[src/design/cst_pkg.sv]
// ----------------------------------------------------------------------------
// cst_pkg
// Shared codes and types for the counting semaphore table.
// ----------------------------------------------------------------------------
package cst_pkg;

  typedef enum logic [1:0] {
    OP_OPEN  = 2'd0,
    OP_POST  = 2'd1,
    OP_WAIT  = 2'd2,
    OP_CLOSE = 2'd3
  } op_t;

  typedef enum logic [2:0] {
    ST_OK           = 3'd0,
    ST_NOT_FOUND    = 3'd1,
    ST_ATTACH_LIMIT = 3'd2,
    ST_TABLE_FULL   = 3'd3,
    ST_QUEUE_FULL   = 3'd4
  } status_t;

  localparam int unsigned KEY_W   = 32;
  localparam int unsigned COUNT_W = 16;
  localparam logic [COUNT_W-1:0] COUNT_MAX = 16'hFFFF;

  // result of one operation
  typedef struct packed {
    status_t    status;
    logic       wake_valid;
    logic [7:0] wake_pid;
    logic       caller_blocks;
  } result_t;

endpackage

[src/design/cst_waitq.sv]
// ----------------------------------------------------------------------------
// cst_waitq
// Waiter pid memory: one synchronous RAM, row per semaphore, one read and one
// write port, read data registered and held until the next read.
// ----------------------------------------------------------------------------
module cst_waitq #(
  parameter int unsigned NUM_SEMS    = 16,
  parameter int unsigned QUEUE_DEPTH = 16,
  parameter int unsigned PID_BITS    = 8
) (
  input  logic                              clk,
  input  logic                              re,
  input  logic [((NUM_SEMS*QUEUE_DEPTH > 1) ? $clog2(NUM_SEMS*QUEUE_DEPTH) : 1)-1:0] raddr,
  output logic [PID_BITS-1:0]               rdata,
  input  logic                              we,
  input  logic [((NUM_SEMS*QUEUE_DEPTH > 1) ? $clog2(NUM_SEMS*QUEUE_DEPTH) : 1)-1:0] waddr,
  input  logic [PID_BITS-1:0]               wdata
);

  localparam int unsigned DEPTH = NUM_SEMS * QUEUE_DEPTH;

  logic [PID_BITS-1:0] mem [DEPTH];

  // write port
  always_ff @(posedge clk) begin
    if (we) begin
      mem[waddr] <= wdata;
    end
  end

  // registered read port, held while re is low
  always_ff @(posedge clk) begin
    if (re) begin
      rdata <= mem[raddr];
    end
  end

endmodule

[src/design/counting_semaphore_table_top.sv]
// ----------------------------------------------------------------------------
// counting_semaphore_table_top
// Table of counting semaphores with per-entry FIFO wait queues.
// ----------------------------------------------------------------------------
// Usage: one operation enters on the s_axis channel (open, post, wait,
// close with key, initial count and caller pid) and one result leaves on
// m_axis (status, wake flag and pid, caller-blocks flag).
// Each transaction passes a lookup and an update stage: in the accepting cycle the key is
// matched against the valid entries and the head pid is read from the waiter
// RAM, then the update stage rewrites the entry and loads the output register.
// A new operation is accepted only after the previous one has left the update
// stage, as the entry update uses the registered read data of the waiter RAM.
// Reset clears all valid bits at once; no clearing pass is needed, and the
// entry fields are written in full when open creates an entry.
// When the receiver stalls, the result holds in the output register; the
// next operation may be accepted and worked through, and waits in the update
// stage until the output register is free.
// ----------------------------------------------------------------------------
module counting_semaphore_table_top
  import cst_pkg::*;
#(
  parameter int unsigned NUM_SEMS    = 16,
  parameter int unsigned QUEUE_DEPTH = 16,
  parameter int unsigned PID_BITS    = 8
) (
  input  logic        clk,
  input  logic        rst,
  input  logic        s_axis_tvalid,
  output logic        s_axis_tready,
  // [1:0] opcode, [33:2] sem_key, [49:34] init_value, [57:50] caller_pid
  input  logic [63:0] s_axis_tdata,
  output logic        m_axis_tvalid,
  input  logic        m_axis_tready,
  // [2:0] status, [3] wake_valid, [11:4] wake_pid, [12] caller_blocks
  output logic [15:0] m_axis_tdata
);

  localparam int unsigned IW = (NUM_SEMS > 1) ? $clog2(NUM_SEMS) : 1;
  localparam int unsigned QW = (QUEUE_DEPTH > 1) ? $clog2(QUEUE_DEPTH) : 1;
  localparam int unsigned CW = $clog2(QUEUE_DEPTH + 1);
  localparam int unsigned SW = CW + 1;
  localparam int unsigned AW = (NUM_SEMS * QUEUE_DEPTH > 1) ?
                               $clog2(NUM_SEMS * QUEUE_DEPTH) : 1;

  // entry state
  logic [NUM_SEMS-1:0] valid;
  logic [KEY_W-1:0]    keys   [NUM_SEMS];
  logic [COUNT_W-1:0]  counts [NUM_SEMS];
  logic [CW-1:0]       attach [NUM_SEMS];
  logic [CW-1:0]       fill   [NUM_SEMS];
  logic [QW-1:0]       head   [NUM_SEMS];

  // stage 1: lookup
  logic               busy;
  op_t                op_q;
  logic [KEY_W-1:0]   key_q;
  logic [COUNT_W-1:0] init_q;
  logic [PID_BITS-1:0] pid_q;
  logic               hit_q, free_ok_q;
  logic [IW-1:0]      idx_q, free_q;

  logic              hit, free_ok;
  logic [IW-1:0]     hit_idx, free_idx;
  logic [AW-1:0]     raddr;
  logic [PID_BITS-1:0] rdata;

  // stage 2: update
  logic          wq_we;
  logic [AW-1:0] wq_waddr;
  logic          do_upd;
  logic [IW-1:0] e;
  logic          e_ok;
  result_t       res;
  logic [QW-1:0] slot;
  logic [SW-1:0] slot_sum;
  logic [QW-1:0] head_inc;

  // key match and free search over the valid bits (lowest index wins)
  always_comb begin
    hit = 1'b0; hit_idx = '0; free_ok = 1'b0; free_idx = '0;
    for (int i = NUM_SEMS - 1; i >= 0; i--) begin
      if (valid[i] && keys[i] == s_axis_tdata[33:2]) begin
        hit = 1'b1; hit_idx = IW'(i);
      end
      if (!valid[i]) begin
        free_ok = 1'b1; free_idx = IW'(i);
      end
    end
  end

  assign raddr = AW'(hit_idx) * AW'(QUEUE_DEPTH) + AW'(head[hit_idx]);

  logic out_free;
  assign out_free      = !m_axis_tvalid || m_axis_tready;
  assign s_axis_tready = !busy;

  logic acc;
  assign acc = s_axis_tvalid && s_axis_tready;

  cst_waitq #(.NUM_SEMS(NUM_SEMS), .QUEUE_DEPTH(QUEUE_DEPTH),
              .PID_BITS(PID_BITS)) u_waitq (
    .clk   (clk),
    .re    (acc),
    .raddr (raddr),
    .rdata (rdata),
    .we    (wq_we),
    .waddr (wq_waddr),
    .wdata (pid_q)
  );

  assign do_upd = busy && out_free;
  assign e      = hit_q ? idx_q : free_q;
  assign e_ok   = hit_q || (op_q == OP_OPEN && free_ok_q);

  // tail slot and next head, wrapped by compare rather than modulo
  assign slot_sum = SW'(head[e]) + SW'(fill[e]);
  assign slot     = (slot_sum >= SW'(QUEUE_DEPTH)) ? QW'(slot_sum - SW'(QUEUE_DEPTH))
                                                   : QW'(slot_sum);
  assign head_inc = (head[e] == QW'(QUEUE_DEPTH - 1)) ? '0 : head[e] + QW'(1);
  assign wq_waddr = AW'(e) * AW'(QUEUE_DEPTH) + AW'(slot);

  always_comb begin
    res   = '{status: ST_OK, wake_valid: 1'b0, wake_pid: '0, caller_blocks: 1'b0};
    wq_we = 1'b0;
    if (!e_ok) begin
      res.status = (op_q == OP_OPEN) ? ST_TABLE_FULL : ST_NOT_FOUND;
    end else begin
      case (op_q)
        OP_OPEN: begin
          if (hit_q && attach[e] >= CW'(QUEUE_DEPTH)) res.status = ST_ATTACH_LIMIT;
        end
        OP_POST: begin
          if (fill[e] != '0) begin
            res.wake_valid = 1'b1;
            res.wake_pid   = 8'(rdata);
          end
        end
        OP_WAIT: begin
          if (counts[e] == '0) begin
            if (fill[e] >= CW'(QUEUE_DEPTH)) res.status = ST_QUEUE_FULL;
            else begin
              res.caller_blocks = 1'b1;
              wq_we = do_upd;
            end
          end
        end
        default: ;
      endcase
    end
  end

  // control and entry update
  always_ff @(posedge clk) begin
    if (rst) begin
      busy <= 1'b0; m_axis_tvalid <= 1'b0; valid <= '0;
    end else begin
      if (m_axis_tready) m_axis_tvalid <= 1'b0;
      if (acc) busy <= 1'b1;
      if (do_upd) begin
        busy <= 1'b0;
        m_axis_tvalid <= 1'b1;
        m_axis_tdata  <= {3'd0, res.caller_blocks, res.wake_pid, res.wake_valid,
                          res.status};
        if (e_ok) begin
          case (op_q)
            OP_OPEN: begin
              if (!hit_q) begin
                valid[e] <= 1'b1; keys[e] <= key_q; counts[e] <= init_q;
                attach[e] <= CW'(1); fill[e] <= '0; head[e] <= '0;
              end else if (attach[e] < CW'(QUEUE_DEPTH)) begin
                attach[e] <= attach[e] + CW'(1);
              end
            end
            OP_POST: begin
              if (fill[e] != '0) begin
                head[e] <= head_inc;
                fill[e] <= fill[e] - CW'(1);
              end else if (counts[e] != COUNT_MAX) begin
                counts[e] <= counts[e] + COUNT_W'(1);
              end
            end
            OP_WAIT: begin
              if (counts[e] != '0) counts[e] <= counts[e] - COUNT_W'(1);
              else if (res.caller_blocks) fill[e] <= fill[e] + CW'(1);
            end
            default: begin
              if (attach[e] <= CW'(1)) begin
                valid[e] <= 1'b0; attach[e] <= '0; fill[e] <= '0; head[e] <= '0;
              end else begin
                attach[e] <= attach[e] - CW'(1);
              end
            end
          endcase
        end
      end
    end
  end

  // operation capture
  always_ff @(posedge clk) begin
    if (acc) begin
      op_q      <= op_t'(s_axis_tdata[1:0]);
      key_q     <= s_axis_tdata[33:2];
      init_q    <= s_axis_tdata[49:34];
      pid_q     <= PID_BITS'(s_axis_tdata[57:50]);
      hit_q     <= hit;
      idx_q     <= hit_idx;
      free_ok_q <= free_ok;
      free_q    <= free_idx;
    end
  end

`ifndef SYNTHESIS
  a_one_busy: assert property (@(posedge clk) disable iff (rst)
    acc |=> busy) else $error("accept did not enter update stage");
  a_no_accept_busy: assert property (@(posedge clk) disable iff (rst)
    busy |-> !s_axis_tready) else $error("accepted while busy");
  a_wake_post: assert property (@(posedge clk) disable iff (rst)
    (do_upd && res.wake_valid) |-> op_q == OP_POST) else $error("wake outside post");
  a_block_wait: assert property (@(posedge clk) disable iff (rst)
    (do_upd && res.caller_blocks) |-> op_q == OP_WAIT) else $error("block outside wait");
`endif

endmodule
[config.mk]
export PLATFORM = sky130hd
export DESIGN_NAME = counting_semaphore_table_top
export DESIGN_NICKNAME = d
export VERILOG_FILES = /design/src/design/cst_pkg.sv /design/src/design/cst_waitq.sv /design/src/design/counting_semaphore_table_top.sv
export SDC_FILE = /design/constraint.sdc
export NUM_CORES = 2
export LEC_CHECK = 0
export BUFFER_PORTS_ARGS = -buffer_cell sky130_fd_sc_hd__buf_2
export CELL_PAD_IN_SITES_DETAIL_PLACEMENT = 0
export CELL_PAD_IN_SITES_GLOBAL_PLACEMENT = 1
export CORE_MARGIN = 3
export CORE_UTILIZATION = 35
export DETAILED_ROUTE_END_ITERATION = 8
export GPL_ROUTABILITY_DRIVEN = 0
export PLACE_DENSITY_LB_ADDON = 0.1
export RECOVER_POWER = 25
export SYNTH_ARGS = -nofsm -noshare
export SYNTH_HDL_FRONTEND = slang
export SYNTH_SLANG_ARGS = --single-unit
[constraint.sdc]
create_clock -name clk -period 21.7 [get_ports clk]
set_input_delay 1.085 -clock clk [delete_from_list [all_inputs] [get_ports clk]]
set_output_delay 1.085 -clock clk [all_outputs]
set_load 0.01 [all_outputs]
-- Word-level counts from Yosys, hierarchy flattened
Memory sizes are Yosys's and may differ from the RTL's. A register that Yosys moved wholly into a read port is not among the register bits.
Cells that the tools add are included.
- register bits: 99
- bits in latches: 0
- RAM bits: 3040
- bits in read-only memories: 0
- bits of input ports: 68
- output and inout bits: 18
- logic and storage cells: 241
- memories kept: 6
- memories (memory ; depth ; width ; read ports ; clocked after memory_dff ; wr ports ; line ; source):
    u_waitq.mem ; 256 ; 8 ; 1 ; 1 ; 1 ; cst_waitq.sv:22 ; logic [PID_BITS-1:0] mem [DEPTH];
    keys ; 16 ; 32 ; 16 ; 0 ; 1 ; counting_semaphore_table_top.sv:47 ; logic [KEY_W-1:0] keys [NUM_SEMS];
    counts ; 16 ; 16 ; 1 ; 0 ; 1 ; counting_semaphore_table_top.sv:48 ; logic [COUNT_W-1:0] counts [NUM_SEMS];
    attach ; 16 ; 5 ; 1 ; 0 ; 1 ; counting_semaphore_table_top.sv:49 ; logic [CW-1:0] attach [NUM_SEMS];
    fill ; 16 ; 5 ; 1 ; 0 ; 1 ; counting_semaphore_table_top.sv:50 ; logic [CW-1:0] fill [NUM_SEMS];
    head ; 16 ; 4 ; 2 ; 0 ; 1 ; counting_semaphore_table_top.sv:51 ; logic [QW-1:0] head [NUM_SEMS];
- add/subtract/negate cells: 11
- $mul: 0
- div/mod/pow operators: 0
- $lt $le $gt $ge: 7
- equal/unequal tests: 21
- shift operators: 0
- mux-type cells: 121
- bitwise operators: 15
- reduce and logical (&&, ||, !) cells: 43
- operator list (kind ; count):
    == test 32 bit ; 16
    two-way mux 4 bit ; 29
    two-way mux 1 bit ; 67
    two-way mux 16 bit ; 4
    one-hot mux 16 bit (2 select lines) ; 1
    two-way mux 5 bit ; 6
    logical AND 1 bit ; 21
    two-way mux 3 bit ; 7
    adder 16 x 1 -> 16 bit (second input constant) ; 1
    adder 8 x 4 -> 8 bit ; 2
    bitwise AND 16 bit ; 1
    logical NOT 16 bit ; 1
    inequality test 16 bit (second input constant) ; 1
    NOT 16 bit ; 1
    OR 16 bit ; 1
    nonzero test 16 bit ; 1
    subtractor 16 x 1 -> 16 bit (second input constant) ; 1
    AND reduction 15 bit ; 1
    OR reduction 15 bit ; 1
    adder 5 x 1 -> 5 bit (second input constant) ; 2
    >= comparator 5 bit (second input constant) ; 2
    OR 1 bit ; 10
    subtractor 5 x 1 -> 5 bit (second input constant) ; 2
    two-way mux 9 bit ; 1
    other kinds (28) ; 38

-- Depth between registers and ports, before layout
An unclocked memory read counts as a cell.
- word-level depth: 21
- depth in mapped cells: 28
- mapped depth without buffers: 18

-- Modules after synthesis
From an unflattened synthesis, not the netlist that was laid out.
- cells, all modules: 6853
- area, all modules: 127209.5 µm²
- by module, submodules not included (module ; times used ; cells an instance ; area an instance (µm²) ; seq. area each (µm²)):
    cst_waitq ; 1 ; 3733 ; 79636.4 ; 61739.2
    counting_semaphore_table_top ; 1 ; 3120 ; 47573.1 ; 32581.2

-- Worst setup path before layout
Ideal clock, no wire load.
- kind: flip-flop to flip-flop
- start point: register hit_q
- end point: memory u_waitq.mem[135][0], enable pin
- setup time: 0.370 ns
- arrival time: 7.527 ns
- required time: 21.330 ns
- path slack: 13.803 ns
- stages on the path, launching flop included: 25
- path buffers: 9
- clock period less this slack: 7.897 ns
- cell sequence: edfxtp_1 > buf_6 > mux2_4 > buf_4 > buf_2 > buf_2 > buf_2 > buf_2 > buf_2 > mux4_2 > a22oi_1 > nand2_1 > inv_1 > ha_1 > nand3_2 > or3_1 > or3_4 > or3_4 > or3_4 > or3_1 > buf_2 > nor4_4 > nand4_4 > buf_6 > nor2_1
- longest elaborated chain between the ends: 9
- elaborated cells on any way between the ends: 18
- those cells by class: 3 x add/sub; 2 x order compare; 8 x mux; 2 x reduce/logical; 3 x memory
- ends and longest elaborated chain (what ; line ; source):
    start, declared ; counting_semaphore_table_top.sv:59 ; logic hit_q, free_ok_q;
    start signal, assigned ; counting_semaphore_table_top.sv:206 ; hit_q <= hit;
    branches (longest 9 deep; another with adder 8 x 4 -> 8 bit) ; n/a ;
    end, declared ; cst_waitq.sv:22 ;
Several ways; the timed one is not identified.

-- Final worst setup path
- start point: input s_axis_tdata[3]
- end point: register u_waitq.rdata[7], read port of u_waitq.mem, data pin
- longest elaborated chain between the ends: 20
- elaborated cells on any way between the ends: 50
- those cells by class: 1 x add/sub; 16 x eq/ne; 16 x mux; 16 x reduce/logical; 1 x memory
- ends and longest elaborated chain (what ; line ; source):
    start, declared ; counting_semaphore_table_top.sv:31 ; input logic [63:0] s_axis_tdata,
    == test 32 bit ; counting_semaphore_table_top.sv:82 ; if (valid[i] && keys[i] == s_axis_tdata[33:2]) begin
    logical AND 1 bit ; counting_semaphore_table_top.sv:82 ;
    two-way mux 4 bit (15 in a row) ; counting_semaphore_table_top.sv:82 ;
    two-way mux 4 bit * ; counting_semaphore_table_top.sv:82 ;
    net hit_idx[1] ; counting_semaphore_table_top.sv:63 ; logic [IW-1:0] hit_idx, free_idx;
    memory (16 x 4 bit) ; n/a ;
    adder 8 x 4 -> 8 bit * ; counting_semaphore_table_top.sv:91 ; assign raddr = AW'(hit_idx) * AW'(QUEUE_DEPTH) + AW'(head[hit_idx]);
    end, declared ; cst_waitq.sv:14 ; output logic [PID_BITS-1:0] rdata,
Mark *: on every way through the listed nets, which the timed path passes. The rest lies on a longest branch.
A chain may end at the register's enable or synchronous reset.

==> results.ini <==
[timing]
period_needed_ns=12.32
maxSlewViolCount=1966
fin_worst_skew_ns=0.07363
worst_slack_ns=9.380
tns_ns=0
rsz0062_at_grt=false
fin_hold_ws_ns=0.3250
hold_viol=0
fin_crit_sh_pct=56.78
relSlewSlack_pct=-543.4
tightest_slew_ns=9.651
finalSetupViolCount=0
max_freq_ghz=0.08117

[final_layout]
layout-drive-gt1-share_pct=10.99
nFillCells=33920
layout_commonest_cell=edfxtp_1
final_cell_mix=edfxtp_1, nand2_1, xor2_1
finalNonFillerCells=14250
area_growth_pct=14.01
finalNetCount=9218
multi_input_area_um2=32600
final-seq-area_um2=94320

[die]
die_w_um=613.0
num_rows=222
initial_core_util_pct=35.20
io_pins=86
die_h_um=613.0
dieArea_um2=375800
core_area_um2=366400

[worst_setup_path]
crit_buf_inv=7
arrival_ns=12.96
worstPathCellList=buf_2 -> clkbuf_1 -> xor2_1 -> or3b_2 -> nor3_1 -> a211oi_1 -> o311ai_0 -> a211o_1 -> buf_4 -> clkinv_1 -> nor4_1 -> or4_4 -> buf_4 -> buf_4 -> buf_12 -> and2_0 -> a211oi_1 -> a31oi_1 -> o211ai_1 -> a32oi_1 -> nand4_1 -> o211ai_1
start_kind=input pin
crit_path_top_delay_cell=clkbuf_1
critical_path_class=in -> reg
required_ns=22.34
crit_path_end_kind=flop
crit_fanout=112
crit_top_cell=buf_4
max_stage_delay_ns=1.98
worst_path_dominant_cell_family=buffers and inverters

[global_routing]
grt_pass1_vias=76460
antenna_found_initial=42
grt.total_usage_pct=23.69
grt_max_degree=183
grt_pass1_wl_um=625300
overflow=0

[detailed_routing]
wl_um=453600
via_count=78790
drtAntennaViolNets=0
firstDrtPassIters=6
via_per_inst=5.530
dr.first_iter.drc_count=8446
remaining_drc_errors=0
wire_per_inst_um=31.84

[status]
outcome=complete, but fails checks
failed_checks=capacitance limit, slew limit

[synthesis]
postSynthCellCount=8973
ys_async_sr_fraction_pct=0
synth_edf_count=3129
ys_warn_count=0
syn_area_per_cell_um2=14.37
ys_ff_latch=3147
synth_cell_types=91
synthesis.area_um2=129000
synth-main-ff-cell=edfxtp_1
seq_area_frac_synth_pct=73.14

[pwr]
p_leak_nw=48.69
ir_drop_mv=0.07806
p_per_area_nw_per_um2=90.49
total_power_w=0.01330

[place]
pre_cts_ws_ns=9.968
dpl.hpwl_um=270800
dp.cells=13590
port_buffers=76

[clocking]
clock_path_buffers=4
ctsHoldBuffers=0
cts-htree-levels=5
post_cts.repair.setup_buffers=0
cts_tree=done
cts_sinks=3147
cts.clk_slew.worst_paths_ns=0.06
ctsResizeCount=0
cts_buffers=357
root_buffer=clkbuf_16
clock_latency_ns=0.97

[run]
maxCapViolCount=63

[hold_path]
hp-class=in -> reg

worst paths after layout:
| kind | slack (ns) | endpoint | cells after the start | from |
|---|---|---|---|---|
| worst min-delay path | 0.33 | pid_q[3]$_DFFE_PP_ | 1 | s_axis_tdata[53] |
| worst max-delay path | 9.38 | u_waitq.rdata[7]$_DFFE_PP_ | 22 | s_axis_tdata[3] |
| worst max register to register | 11.26 | u_waitq.rdata[7]$_DFFE_PP_ | 21 | keys[13][29]$_DFFE_PP_ |
| worst min register to register | 0.46 | keys[12][29]$_DFFE_PP_ | 0 | key_q[29]$_DFFE_PP_ |
routing by layer:
metal	routed length (µm)	vias to the layer above	GRT usage (%)	share of wire (%)
met5	26	-	0	0.0057
met4	14370	4	6.866	3.2
met3	26670	614	2.797	5.9
met2	216200	2710	38.74	48
met1	196300	41210	33.19	43
li1	-	34260	-	-
cell type report:
| type | count | area share, % |
|---|---|---|
| Tap cell | 4816 | 4.098 |
| Multi-Input combinational cell | 5259 | 22.17 |
| Sequential cell | 3147 | 64.15 |
| Timing Repair Buffer | 340 | 1.496 |
| Clock buffer | 425 | 6.308 |
| Clock inverter | 224 | 1.690 |
| Inverter | 28 | 0.07148 |
| Antenna cell | 9 | 0.01532 |
worst register-to-register path, stage by stage, from the launching register on:
cell      delay, ns
edfxtp_1       0.38
xnor2_1        0.22
nand4_1        0.14
or3b_2         0.46
nor3_1         0.91
a211oi_1       0.18
o311ai_0       0.81
a211o_1        0.24
buf_4          0.37
clkinv_1       0.56
nor4_1         0.58
or4_4          0.62
buf_4          0.66
buf_4          0.77
buf_12         0.57
and2_0         0.38
a211oi_1       0.05
a31oi_1        0.29
o211ai_1       0.34
a32oi_1        0.63
nand4_1        0.54
o211ai_1       0.45
sequential cells by signal, summed over array words and instances (netlist names), 13 cells and up, named ones only:
signal	count
attach	80
counts	256
fill	80
head	64
init_q	16
key_q	32
keys	512
m_axis_tdata	13
u_waitq.mem	2048
cells by family after synthesis:
family / synth area share [%]
compound gates: 4.932
flops: 73.14
simple gates: 11.89
other cells: 0.002908
mux: 4.442
xor+xnor: 3.511
fa+ha+maj: 0.1708
buf+inv: 1.914
power by group:
part | total (W) | leakage (nW) | switching (W) | internal, W
clock network | 0.00612 | 5.73 | 0.00255 | 0.00358
logic | 0.000432 | 14.3 | 0.000338 | 0.0000935
registers | 0.00675 | 28.6 | 0.0000200 | 0.00673
total | 0.0133 | 48.7 | 0.00291 | 0.0104
stage by stage:
stage               instance area (µm²)  utilization [%]
finish                           147000            40.13
CTS                              147300            40.21
global route                     147000            40.13
floorplan                        129000                -
detailed placement               135600            37.00
global placement                 135600            37.00
cell usage after synthesis, types with 16 or more instances:
cell / number / area share, %
edfxtp_1: 3129 / 73
nand2_1: 1818 / 5.3
nor2_1: 459 / 1.3
xor2_1: 457 / 3.1
nand3_1: 445 / 1.7
mux2i_1: 276 / 2.1
clkbuf_1: 238 / 0.69
buf_2: 221 / 0.86
nor4_1: 213 / 1.0
mux4_2: 124 / 2.2
o21ai_0: 122 / 0.47
a31oi_1: 117 / 0.57
a21oi_1: 116 / 0.45
and3_1: 113 / 0.55
nand4_1: 83 / 0.40
a32oi_1: 71 / 0.48
buf_1: 71 / 0.21
nor3_1: 68 / 0.26
a22oi_1: 65 / 0.38
a311oi_1: 62 / 0.42
xnor2_1: 60 / 0.41
a211oi_1: 58 / 0.34
o211ai_1: 54 / 0.31
and2_1: 39 / 0.19
o22ai_1: 29 / 0.14
a221oi_1: 27 / 0.18
inv_1: 25 / 0.073
nand4b_1: 21 / 0.14
a2111oi_0: 20 / 0.14
or3_1: 19 / 0.092
a221o_1: 18 / 0.14
and2_0: 18 / 0.087
dfxtp_1: 18 / 0.28
nor2_2: 18 / 0.087
o221ai_1: 18 / 0.12
or4_1: 17 / 0.099
ha_1: 16 / 0.16
No activity file was read; power rests on OpenSTA's default activity.
